<file path="src/sv/mcbd_pkg.sv">
`timescale 1ns / 1ps
// ----------------------------------------------------------------------------
// mcbd_pkg
// Types, widths and reset constants for the multi-click button detector.
// ----------------------------------------------------------------------------
package mcbd_pkg;

    // default sizing
    localparam int NUM_BUTTONS_DEF = 5;
    localparam int TIME_BITS_DEF   = 32;

    // field widths
    localparam int POS_W     = 16;
    localparam int BTN_W     = 3;
    localparam int CNT_W     = 8;
    localparam int MS_W      = 16;
    localparam int TS_W      = 32;
    localparam int CFG_IDX_W = 1;

    // packed stream widths, rounded up to whole bytes
    localparam int IN_FIELDS_W  = 2 * POS_W + BTN_W + 1 + TS_W;
    localparam int IN_TDATA_W   = ((IN_FIELDS_W + 7) / 8) * 8;
    localparam int OUT_FIELDS_W = 2 * POS_W + BTN_W + CNT_W;
    localparam int OUT_TDATA_W  = ((OUT_FIELDS_W + 7) / 8) * 8;

    // reset values
    localparam logic [MS_W-1:0]  CLICK_HOLD_RST  = 16'd300;
    localparam logic [MS_W-1:0]  RELEASE_GAP_RST = 16'd300;
    localparam logic [POS_W-1:0] POS_RST         = '1;
    localparam logic [CNT_W-1:0] CNT_MAX         = '1;

    // item kind carried on tuser
    typedef enum logic [0:0] {
        OP_POS    = 1'b0,
        OP_BUTTON = 1'b1
    } t_op;

    // configuration register indexes
    typedef enum logic [CFG_IDX_W-1:0] {
        CFG_CLICK_HOLD  = 1'b0,
        CFG_RELEASE_GAP = 1'b1
    } t_cfg_reg;

endpackage

</file>
<file path="src/sv/multi_click_button_detector.sv">
`timescale 1ns / 1ps
// ----------------------------------------------------------------------------
// multi_click_button_detector
// Pointer position and multi-click tracking for up to NUM_BUTTONS buttons.
// ----------------------------------------------------------------------------
// One item is taken on every clock while the result side keeps up; each item
// is held in the input register and its result in the event register, from
// which it is presented on the output stream. The rate is set by the
// per-button state update, which reads and writes the level, press count
// and edge timestamp of one button in one registered update so that the next
// item sees it. Position items and button samples that change nothing give no
// event. A press gives an event with count 0 at once; a held or released run
// of at least the configured time gives the number of presses in the sequence
// (saturating at 255). Every event carries the last stored position.
// Timestamps wrap modulo 2^TIME_BITS. Configuration writes are taken in any
// cycle and are meant for idle periods.
module multi_click_button_detector #(
    parameter int NUM_BUTTONS = mcbd_pkg::NUM_BUTTONS_DEF,
    parameter int TIME_BITS   = mcbd_pkg::TIME_BITS_DEF
) (
    input  logic                              i_clk,
    input  logic                              i_rst_n,
    // input items
    input  logic                              s_axis_tvalid,
    output logic                              s_axis_tready,
    // pos_x, pos_y, button, level, time_ms (zero padded)
    input  logic [mcbd_pkg::IN_TDATA_W-1:0]   s_axis_tdata,
    // operation
    input  logic [0:0]                        s_axis_tuser,
    // events
    output logic                              m_axis_tvalid,
    input  logic                              m_axis_tready,
    // event_x, event_y, event_button, event_count (zero padded)
    output logic [mcbd_pkg::OUT_TDATA_W-1:0]  m_axis_tdata,
    // configuration writes
    input  logic                              i_cfg_valid,
    output logic                              o_cfg_ready,
    input  logic [mcbd_pkg::CFG_IDX_W-1:0]    i_cfg_index,
    input  logic [mcbd_pkg::MS_W-1:0]         i_cfg_data
);

    localparam int POS_W = mcbd_pkg::POS_W;
    localparam int BTN_W = mcbd_pkg::BTN_W;
    localparam int CNT_W = mcbd_pkg::CNT_W;
    localparam int MS_W  = mcbd_pkg::MS_W;
    localparam int TS_W  = mcbd_pkg::TS_W;
    localparam int PAD_W = mcbd_pkg::OUT_TDATA_W - mcbd_pkg::OUT_FIELDS_W;

    // configuration registers
    logic [MS_W-1:0] r_click_hold;
    logic [MS_W-1:0] r_release_gap;

    // input register
    logic                 r_in_valid;
    mcbd_pkg::t_op        r_op;
    logic [POS_W-1:0]     r_pos_x;
    logic [POS_W-1:0]     r_pos_y;
    logic [BTN_W-1:0]     r_button;
    logic                 r_level;
    logic [TS_W-1:0]      r_time;

    // tracked state
    logic [POS_W-1:0]     r_cur_x;
    logic [POS_W-1:0]     r_cur_y;
    logic                 r_down  [NUM_BUTTONS];
    logic [CNT_W-1:0]     r_tally [NUM_BUTTONS];
    logic [TIME_BITS-1:0] r_edge  [NUM_BUTTONS];

    // next state per button
    logic                 n_down  [NUM_BUTTONS];
    logic [CNT_W-1:0]     n_tally [NUM_BUTTONS];
    logic [TIME_BITS-1:0] n_edge  [NUM_BUTTONS];

    // event register
    logic                 r_out_valid;
    logic [POS_W-1:0]     r_ev_x;
    logic [POS_W-1:0]     r_ev_y;
    logic [BTN_W-1:0]     r_ev_button;
    logic [CNT_W-1:0]     r_ev_count;

    // compute stage
    logic                 fire;
    logic                 sel_any;
    logic                 sel_down;
    logic [CNT_W-1:0]     sel_tally;
    logic [TIME_BITS-1:0] sel_edge;
    logic [TIME_BITS-1:0] now;
    logic [TIME_BITS-1:0] elapsed;
    logic [TIME_BITS-1:0] limit;
    logic                 level_change;
    logic                 press;
    logic                 report;

    // handshakes
    assign fire          = r_in_valid && (!r_out_valid || m_axis_tready);
    assign s_axis_tready = !r_in_valid || fire;
    assign o_cfg_ready   = 1'b1;

    // configuration writes
    always_ff @(posedge i_clk) begin
        if (!i_rst_n) begin
            r_click_hold  <= mcbd_pkg::CLICK_HOLD_RST;
            r_release_gap <= mcbd_pkg::RELEASE_GAP_RST;
        end else if (i_cfg_valid) begin
            unique case (mcbd_pkg::t_cfg_reg'(i_cfg_index))
                mcbd_pkg::CFG_CLICK_HOLD:  r_click_hold  <= i_cfg_data;
                mcbd_pkg::CFG_RELEASE_GAP: r_release_gap <= i_cfg_data;
            endcase
        end
    end

    // input register valid
    always_ff @(posedge i_clk) begin
        if (!i_rst_n) begin
            r_in_valid <= 1'b0;
        end else if (s_axis_tready) begin
            r_in_valid <= s_axis_tvalid;
        end
    end

    // input register payload
    always_ff @(posedge i_clk) begin
        if (s_axis_tvalid && s_axis_tready) begin
            r_op     <= mcbd_pkg::t_op'(s_axis_tuser[0]);
            r_pos_x  <= s_axis_tdata[POS_W-1:0];
            r_pos_y  <= s_axis_tdata[2*POS_W-1:POS_W];
            r_button <= s_axis_tdata[2*POS_W+BTN_W-1:2*POS_W];
            r_level  <= s_axis_tdata[2*POS_W+BTN_W];
            r_time   <= s_axis_tdata[2*POS_W+BTN_W+TS_W:2*POS_W+BTN_W+1];
        end
    end

    // timestamp kept to TIME_BITS bits
    assign now = TIME_BITS'(r_time);

    // pick the sampled button's state
    always_comb begin
        sel_any   = 1'b0;
        sel_down  = 1'b0;
        sel_tally = '0;
        sel_edge  = '0;
        for (int b = 0; b < NUM_BUTTONS; b++) begin
            if (r_op == mcbd_pkg::OP_BUTTON && int'(r_button) == b) begin
                sel_any   = 1'b1;
                sel_down  = r_down[b];
                sel_tally = r_tally[b];
                sel_edge  = r_edge[b];
            end
        end
    end

    // edge and timeout decisions
    assign elapsed      = now - sel_edge;
    assign limit        = sel_down ? TIME_BITS'(r_click_hold) : TIME_BITS'(r_release_gap);
    assign level_change = sel_any && (r_level != sel_down);
    assign press        = level_change && r_level;
    assign report       = sel_any && !level_change && (sel_tally != '0) && (elapsed >= limit);

    // next state per button
    always_comb begin
        for (int b = 0; b < NUM_BUTTONS; b++) begin
            n_down[b]  = r_down[b];
            n_tally[b] = r_tally[b];
            n_edge[b]  = r_edge[b];
            if (r_op == mcbd_pkg::OP_BUTTON && int'(r_button) == b) begin
                if (level_change) begin
                    n_down[b] = r_level;
                    n_edge[b] = now;
                    if (r_level && r_tally[b] != mcbd_pkg::CNT_MAX) begin
                        n_tally[b] = r_tally[b] + CNT_W'(1);
                    end
                end else if (report) begin
                    n_tally[b] = '0;
                end
            end
        end
    end

    // state update
    always_ff @(posedge i_clk) begin
        if (!i_rst_n) begin
            r_cur_x <= mcbd_pkg::POS_RST;
            r_cur_y <= mcbd_pkg::POS_RST;
            for (int b = 0; b < NUM_BUTTONS; b++) begin
                r_down[b]  <= 1'b0;
                r_tally[b] <= '0;
                r_edge[b]  <= '0;
            end
        end else if (fire) begin
            if (r_op == mcbd_pkg::OP_POS) begin
                r_cur_x <= r_pos_x;
                r_cur_y <= r_pos_y;
            end
            for (int b = 0; b < NUM_BUTTONS; b++) begin
                r_down[b]  <= n_down[b];
                r_tally[b] <= n_tally[b];
                r_edge[b]  <= n_edge[b];
            end
        end
    end

    // event register valid
    always_ff @(posedge i_clk) begin
        if (!i_rst_n) begin
            r_out_valid <= 1'b0;
        end else if (fire) begin
            r_out_valid <= press || report;
        end else if (m_axis_tready) begin
            r_out_valid <= 1'b0;
        end
    end

    // event register payload
    always_ff @(posedge i_clk) begin
        if (fire && (press || report)) begin
            r_ev_x      <= r_cur_x;
            r_ev_y      <= r_cur_y;
            r_ev_button <= r_button;
            r_ev_count  <= press ? '0 : sel_tally;
        end
    end

    // output transfer
    assign m_axis_tvalid = r_out_valid;
    assign m_axis_tdata  = {{PAD_W{1'b0}}, r_ev_count, r_ev_button, r_ev_y, r_ev_x};

endmodule

</file>
<file path="config.mk">
export PLATFORM = sky130hd
export DESIGN_NAME = multi_click_button_detector
export DESIGN_NICKNAME = d
export VERILOG_FILES = /design/src/sv/mcbd_pkg.sv /design/src/sv/multi_click_button_detector.sv
export SDC_FILE = /design/constraint.sdc
export NUM_CORES = 1
export LEC_CHECK = 0
export BUFFER_PORTS_ARGS = -buffer_cell sky130_fd_sc_hd__buf_2
export CAP_MARGIN = 20
export CELL_PAD_IN_SITES_DETAIL_PLACEMENT = 1
export CELL_PAD_IN_SITES_GLOBAL_PLACEMENT = 1
export CORE_UTILIZATION = 23
export DETAILED_ROUTE_END_ITERATION = 7
export PLACE_DENSITY = 0.5
export SLEW_MARGIN = 10
export SYNTH_ARGS = -nofsm -noshare
export SYNTH_HDL_FRONTEND = slang
export SYNTH_SLANG_ARGS = --single-unit
</file>
<file path="constraint.sdc">
create_clock -name i_clk -period 16.3 [get_ports i_clk]
set_clock_uncertainty 0.15 [all_clocks]
set_input_delay 0.815 -clock i_clk [delete_from_list [all_inputs] [get_ports i_clk]]
set_output_delay 0.815 -clock i_clk [all_outputs]
set_load 0.02 [all_outputs]
</file>
==> results of run 1 <==
## power breakdown
part           switching, uW  total [uW]  internal (uW)
Sequential              23.6        1140           1110
Clock                    414        1020            610
Combinational            164         258           93.5
Total                    602        2420           1820
## critical path, delay by kind of cell, from the launching register on
kind	cells	cell delay (ns)
compound gates	7	2.07
simple gates	7	1.96
buf+inv	4	1.69
fa+ha+maj	2	0.72
flops	1	0.34
xor+xnor	1	0.17
## kinds of logic after synthesis
kind of cell,after synthesis,synth area share
AND/OR/NAND/NOR,473,0.129
flip-flops,383,0.635
AO/OA/AOI/OAI,264,0.107
buffers and inverters,85,0.0240
multiplexers,60,0.0374
adder cells (fa/ha/maj),53,0.0393
XOR/XNOR,53,0.0272
other,2,0.000440
## layout make-up
type,count,area share
Sequential cell,383,0.532
Multi-Input combinational cell,909,0.291
Clock buffer,68,0.0646
Tap cell,959,0.0589
Timing Repair Buffer,156,0.0409
Clock inverter,15,0.00959
Inverter,12,0.00221
Antenna cell,1,0.000123
## through the flow
stage	power, uW	setup slack, ns
4_1_cts	2460	8.67
3_3_place_gp	1410	8.73
3_5_place_dp	1420	8.70
6_report	2420	8.72
2_1_floorplan	1330	8.94
5_1_grt	2520	8.24
## flip-flops by register name, indices dropped and copies added, names as in the netlist, 3 cells and up
signal	count
r_release_gap	16
r_click_hold	16
now	32
r_ev_button	3
r_cur_x	16
r_button	3
r_down	5
r_ev_count	8
r_edge	160
r_pos_y	16
r_cur_y	16
r_ev_y	16
r_tally	40
r_pos_x	16
r_ev_x	16
## metal layers
metal / track usage / up-vias / wire [um]
met2: 0.221 / 161 / 24200
met1: 0.163 / 5661 / 21500
li1: - / 5396 / -
met3: 0.0208 / 67 / 1480
met5: 0 / - / 0
met4: 0.0379 / 0 / 1120
## cells in the mapped netlist, types with 6 or more instances
| cell | count |
|---|---|
| a221o_1 | 6 |
| nand2b_1 | 6 |
| nand4_1 | 14 |
| a22oi_1 | 9 |
| buf_4 | 6 |
| a222oi_1 | 27 |
| nand2_1 | 207 |
| nor2b_1 | 7 |
| a21boi_0 | 25 |
| ha_1 | 52 |
| xor2_1 | 20 |
| or3_1 | 6 |
| and2_1 | 42 |
| o21a_1 | 7 |
| nand3_1 | 63 |
| dfxtp_1 | 66 |
| o21ai_0 | 71 |
| clkbuf_1 | 46 |
| a21oi_1 | 51 |
| o21bai_1 | 6 |
| mux2i_1 | 30 |
| xnor2_1 | 33 |
| o211ai_1 | 8 |
| nor3_1 | 12 |
| and3_1 | 16 |
| edfxtp_1 | 317 |
| a211oi_1 | 8 |
| nor2_1 | 74 |
| inv_1 | 12 |
| buf_2 | 8 |
| mux2_2 | 30 |
## final timing paths
path / slack (ns) / depth (start not counted) / endpoint / startpoint
hold / removal: 0.25 / 1 / r_pos_y[5] / s_axis_tdata[21]
setup reg to reg: 8.72 / 21 / r_tally[0][12] / r_button[0]
setup / recovery: 8.72 / 21 / r_tally[0][12] / r_button[0]
hold reg to reg: 0.27 / 0 / r_ev_x[2] / r_cur_x[2]
==> impl_metrics.csv, run 1 <==
group,metric,value,unit
status,outcome,"finished with violations",
status,failed_checks,"design-rule violations",
layout,n_fill_cell,8035,
timing,timing.final.crit_share,0.465,
floorplan,placementRows,99,
placed_design,post_dp_cell_area,0.0188,mm^2
worst_hold_path,hold_class,"in -> reg",
drt,wirelength,48300,um
worst_setup_path,cp_slowest_stage_delay,0.71,ns
timing,worst_slew_pin_slew,0.910,ns
logic_synthesis,synth_enable_flop_cells,317,
timing,timing.final.max_slew_violations,0,
logic_synthesis,mappedNetlistArea,0.0171,mm^2
worst_setup_path,cp_common_cell,"buf_4",
drt,detail_route.iter0.violations,660,
layout,layout-drive-gt1-share,0.182,
logic_synthesis,top_area_cell_type_share_of_the_netlist_area,0.558,
timing,setup_total_negative_slack,0,ns
drt,routedWlPerCell,19.3,um
worst_setup_path,worstPathCellList,"buf_4 > buf_4 > and2_1 > buf_4 > a21oi_1 > ha_1 > o2111ai_1 > a2111oi_2 > nor2_1 > xnor2_1 > ha_1 > a21oi_1 > nor2b_1 > o21ai_0 > o2111ai_1 > and4bb_1 > nand4_1 > or4_4 > nor4_1 > buf_4 > o221ai_1",
logic_synthesis,yosys_register_bits,383,
cts,clk_path_buf_depth,3,
logic_synthesis,ys_seq_area_frac,0.635,
logic_synthesis,synth_top_cells_by_area,"edfxtp_1 56%, dfxtp_1 7.7%, nand2_1 4.6%, ha_1 3.8%, o21ai_0 2.1%",
worst_setup_path,critical_path.max_fanout,32,
layout,area.sequential,0.0108,mm^2
placed_design,port-buffer-count,135,
cts,tritoncts_clock_tree,"done",
flow_run,timing.max_cap.violations,0,
timing,final_hold_viol_count,0,
cts,clk_root_buffer_cell,"clkbuf_16",
timing,slew_headroom,0.394,
timing,setup_viol,0,
grt,grt_antenna_before_repair,1,
grt,global_route.overflow_total,0,
layout,post-route-cell-area,0.0204,mm^2
cts,cts_hold_repair.buffers,0,
grt,globalRouteTotalUtil,0.128,
worst_setup_path,worst_ep_required_time,16.32,ns
timing,finalWorstPathRequiredPeriod,7.58,ns
layout,layout-area-overhead-vs-synth,19.3,%
cts,ctsResizeCount,0,
floorplan,die_h,274,um
grt,pin_count_of_the_biggest_net_entering_global_routing,76,
power,max-vdd-ir-drop,0.0000601,V
floorplan,dieWidth,274,um
power,leakagePower,0.00745,uW
drt,route.vias.total,11300,
drt,final_routed_drc_violation_total,1,
layout,layout.cells.most_common,"edfxtp_1",
cts,sinks_on_clock_net,383,
worst_setup_path,worst_setup_path_start_kind,"flip-flop",
floorplan,area_of_the_die,0.0753,mm^2
drt,detail-route-antenna-nets,0,
placed_design,finalWeightedCongestion,0.812,
grt,via_count_of_the_first_global_routing_pass,11900,
cts,numCtsBuffers,46,
worst_setup_path,slowest_stage,"a2111oi_2",
layout,finalNetCount,1656,
worst_setup_path,cp.arrival,7.59,ns
drt,vias_per_cell,4.51,
power,power_per_cell_area,119,mW/mm^2
layout,layout_common_cells,"317 x edfxtp_1, 207 x nand2_1, 135 x buf_2",
logic_synthesis,share_of_async_settable_or_async_resettable_flops_after_synthesis,0,
cts,cts_htree_levels,2,
cts,cts_setup_buffers,0,
cts,clk_pin_slew_worst_paths,0.06,ns
placed_design,post-place-cells,2419,
cts,clock_latency,0.59,ns
timing,hold-worst-slack,0.248,ns
logic_synthesis,synthesis.instances,1373,
logic_synthesis,dominantRegCellSynth,"edfxtp_1",
timing,maxClockFrequency,132,MHz
layout,layout.core_utilization,0.278,
grt,grt_first_pass_wirelength,73100,um
logic_synthesis,synth.lib_cells_used.distinct,82,
placed_design,dpl.hpwl,32000,um
layout,multiInputGateArea,0.00593,mm^2
floorplan,ioPinCount,146,
logic_synthesis,post-synth-top-area-cell,"edfxtp_1",
floorplan,initial_core_util,0.233,
worst_setup_path,timing.critical_path.to_type,"flip-flop",
floorplan,core_area,0.0732,mm^2
worst_setup_path,crit_type,"reg -> reg",
logic_synthesis,average_cell_area_after_synthesis,12.4,um^2
layout,final_cell_count_no_fill,2503,
logic_synthesis,yosysWarnings,0,
timing,rsz0062_at_grt,"no",
drt,dr.pass1.iters,8,
(Power assumes the default switching activity.)
==> inputs of run 2 (changes only) <==
Settings changed: PLACE_DENSITY 0.5 to 0.51.
Clock period 16.3 ns to 6.2 ns, I/O delays scaled along.
==> impl_metrics.csv, run 2 (synthesized netlist as in run 1, its figures left out) <==
group,metric,value,unit
floorplan,initial_core_util,0.233,
worst_setup_path,critPathBufInv,3,
power,max-vdd-ir-drop,0.000186,V
layout,final_cell_count_no_fill,2643,
worst_setup_path,worst_setup_path_start_kind,"flip-flop",
power,switching_power,1610,uW
drt,wirelength,49300,um
timing,finalWorstPathRequiredPeriod,5.94,ns
power,power_frac_seq,0.460,
layout,layout-drive-gt1-share,0.203,
power,power_per_cell_area,299,mW/mm^2
worst_setup_path,crit_type,"reg -> reg",
grt,grt_antenna_before_repair,1,
layout,layout-area-overhead-vs-synth,27.5,%
cts,clk_root_buffer_cell,"clkbuf_16",
power,clock_power_share,0.419,
placed_design,dp_worst_setup_slack,0.0397,ns
power,leakagePower,0.00811,uW
layout,largest_reg_flops,160,
timing,maxClockFrequency,168,MHz
timing,setup_viol,0,
worst_hold_path,hold_class,"in -> reg",
grt,global_route.overflow_total,0,
cts,tritoncts_clock_tree,"done",
worst_setup_path,timing.critical_path.to_type,"flip-flop",
layout,finalNetCount,1795,
timing,hold-worst-slack,0.0724,ns
layout,area.sequential,0.0108,mm^2
drt,detail_route.iter0.violations,639,
worst_setup_path,worstPathCellList,"buf_4 > buf_12 > mux2_2 > a222oi_1 > nand2_1 > o21ai_0 > ha_2 > a211oi_2 > o21bai_1 > o31ai_2 > buf_4 > xnor2_1 > ha_1 > a211oi_1 > or3_1 > o2111ai_1 > and4bb_1 > nand4_1 > or4_4 > or4_4 > a41o_2",
timing,timing.final.ws_setup,0.263,ns
worst_setup_path,worst_path_dominant_cell_family,"compound AO/OA/AOI/OAI gates",
worst_setup_path,cp_slowest_stage_delay,0.47,ns
grt,grt_first_pass_wirelength,75100,um
power,fraction_of_power_spent_switching_nets,0.247,
timing,rsz0062_at_grt,"yes",
timing,setup_total_negative_slack,0,ns
layout,largest-register,"r_edge",
cts,numCtsBuffers,44,
cts,clk_pin_slew_worst_paths,0.07,ns
floorplan,area_of_the_die,0.0753,mm^2
floorplan,dieWidth,274,um
layout,n_fill_cell,7999,
cts,clk_path_buf_depth,3,
worst_setup_path,worst_ep_required_time,6.37,ns
grt,globalRouteTotalUtil,0.131,
grt,pin_count_of_the_biggest_net_entering_global_routing,70,
drt,detail-route-antenna-nets,0,
worst_setup_path,critical_path.max_fanout,15,
status,failed_checks,"design-rule violations",
timing,timing.final.crit_share,0.958,
power,power.internal,4900,uW
worst_setup_path,cp.arrival,6.11,ns
floorplan,core_area,0.0732,mm^2
placed_design,port-buffer-count,135,
timing,final_hold_viol_count,0,
layout,layout_common_cells,"317 x edfxtp_1, 207 x nand2_1, 135 x buf_2",
drt,vias_per_cell,4.47,
grt,via_count_of_the_first_global_routing_pass,12500,
cts,clock_latency,0.59,ns
drt,routedWlPerCell,18.7,um
placed_design,post_dp_cell_area,0.0193,mm^2
drt,route.vias.total,11800,
placed_design,post-place-cells,2467,
cts,cts_htree_levels,2,
timing,slew_headroom,0.307,
placed_design,finalWeightedCongestion,0.826,
layout,multiInputGateArea,0.00595,mm^2
worst_setup_path,slowest_stage,"or4_4",
drt,dr.pass1.iters,8,
placed_design,dpl.hpwl,33800,um
floorplan,ioPinCount,146,
floorplan,placementRows,99,
timing,timing.final.max_slew_violations,0,
cts,sinks_on_clock_net,383,
floorplan,die_h,274,um
layout,layout.cells.most_common,"edfxtp_1",
drt,final_routed_drc_violation_total,4,
status,outcome,"finished with violations",
flow_run,timing.max_cap.violations,0,
power,power.combinational.fraction,0.121,
timing,worst_slew_pin_slew,1.04,ns
layout,post-route-cell-area,0.0218,mm^2
## run 2: power groups by stage
stage	Sequential, uW	Clock [uW]	Combinational, uW
finish	2990	2720	788
global placement	3040	0	738
detailed placement	3050	0	749
floorplan	3040	0	454
CTS	2990	2820	799
global route	3000	2900	873
## run 2: final timing paths
path,from,endpoint,slack (ns),cells past startpoint
worst max-delay path,r_button[0],r_tally[0][0],0.26,21
worst min-delay path,i_rst_n,r_down[0][1],0.07,2
worst max register to register,r_button[0],r_tally[0][0],0.26,21
worst min register to register,r_cur_x[1],r_ev_x[1],0.28,0
## run 2: routing by layer
| layer | GRT usage | routed length, um | part of all wire | vias up |
|---|---|---|---|---|
| met5 | 0 | 0 | 0 | - |
| met4 | 0.0447 | 1350 | 0.027 | 0 |
| met3 | 0.0208 | 1820 | 0.037 | 70 |
| met2 | 0.228 | 24800 | 0.50 | 189 |
| met1 | 0.162 | 21300 | 0.43 | 5886 |
| li1 | - | - | - | 5669 |
## run 2: final cells by class
| class | instances | share of cell area |
|---|---|---|
| antenna | 1 | 0.000115 |
| clock buffer | 63 | 0.0581 |
| clock inverter | 19 | 0.0118 |
| inverter | 12 | 0.00207 |
| multi-input combinational | 909 | 0.273 |
| sequential | 383 | 0.498 |
| tap | 959 | 0.0551 |
| timing repair buffer | 297 | 0.101 |
## run 2: repair_timing
action / in CTS / in global routing
hold endpoints to repair: 106 / 0
resized for setup: 0 / 10
setup endpoints to repair: 0 / 84
setup buffers: 0 / 6
hold buffers: 87 / 0
## run 2: metrics by stage
stage | total power, uW | utilization
floorplan | 3490 | -
global placement | 3780 | 0.264
detailed placement | 3790 | 0.264
CTS | 6610 | 0.296
global route | 6780 | 0.297
finish | 6500 | 0.297
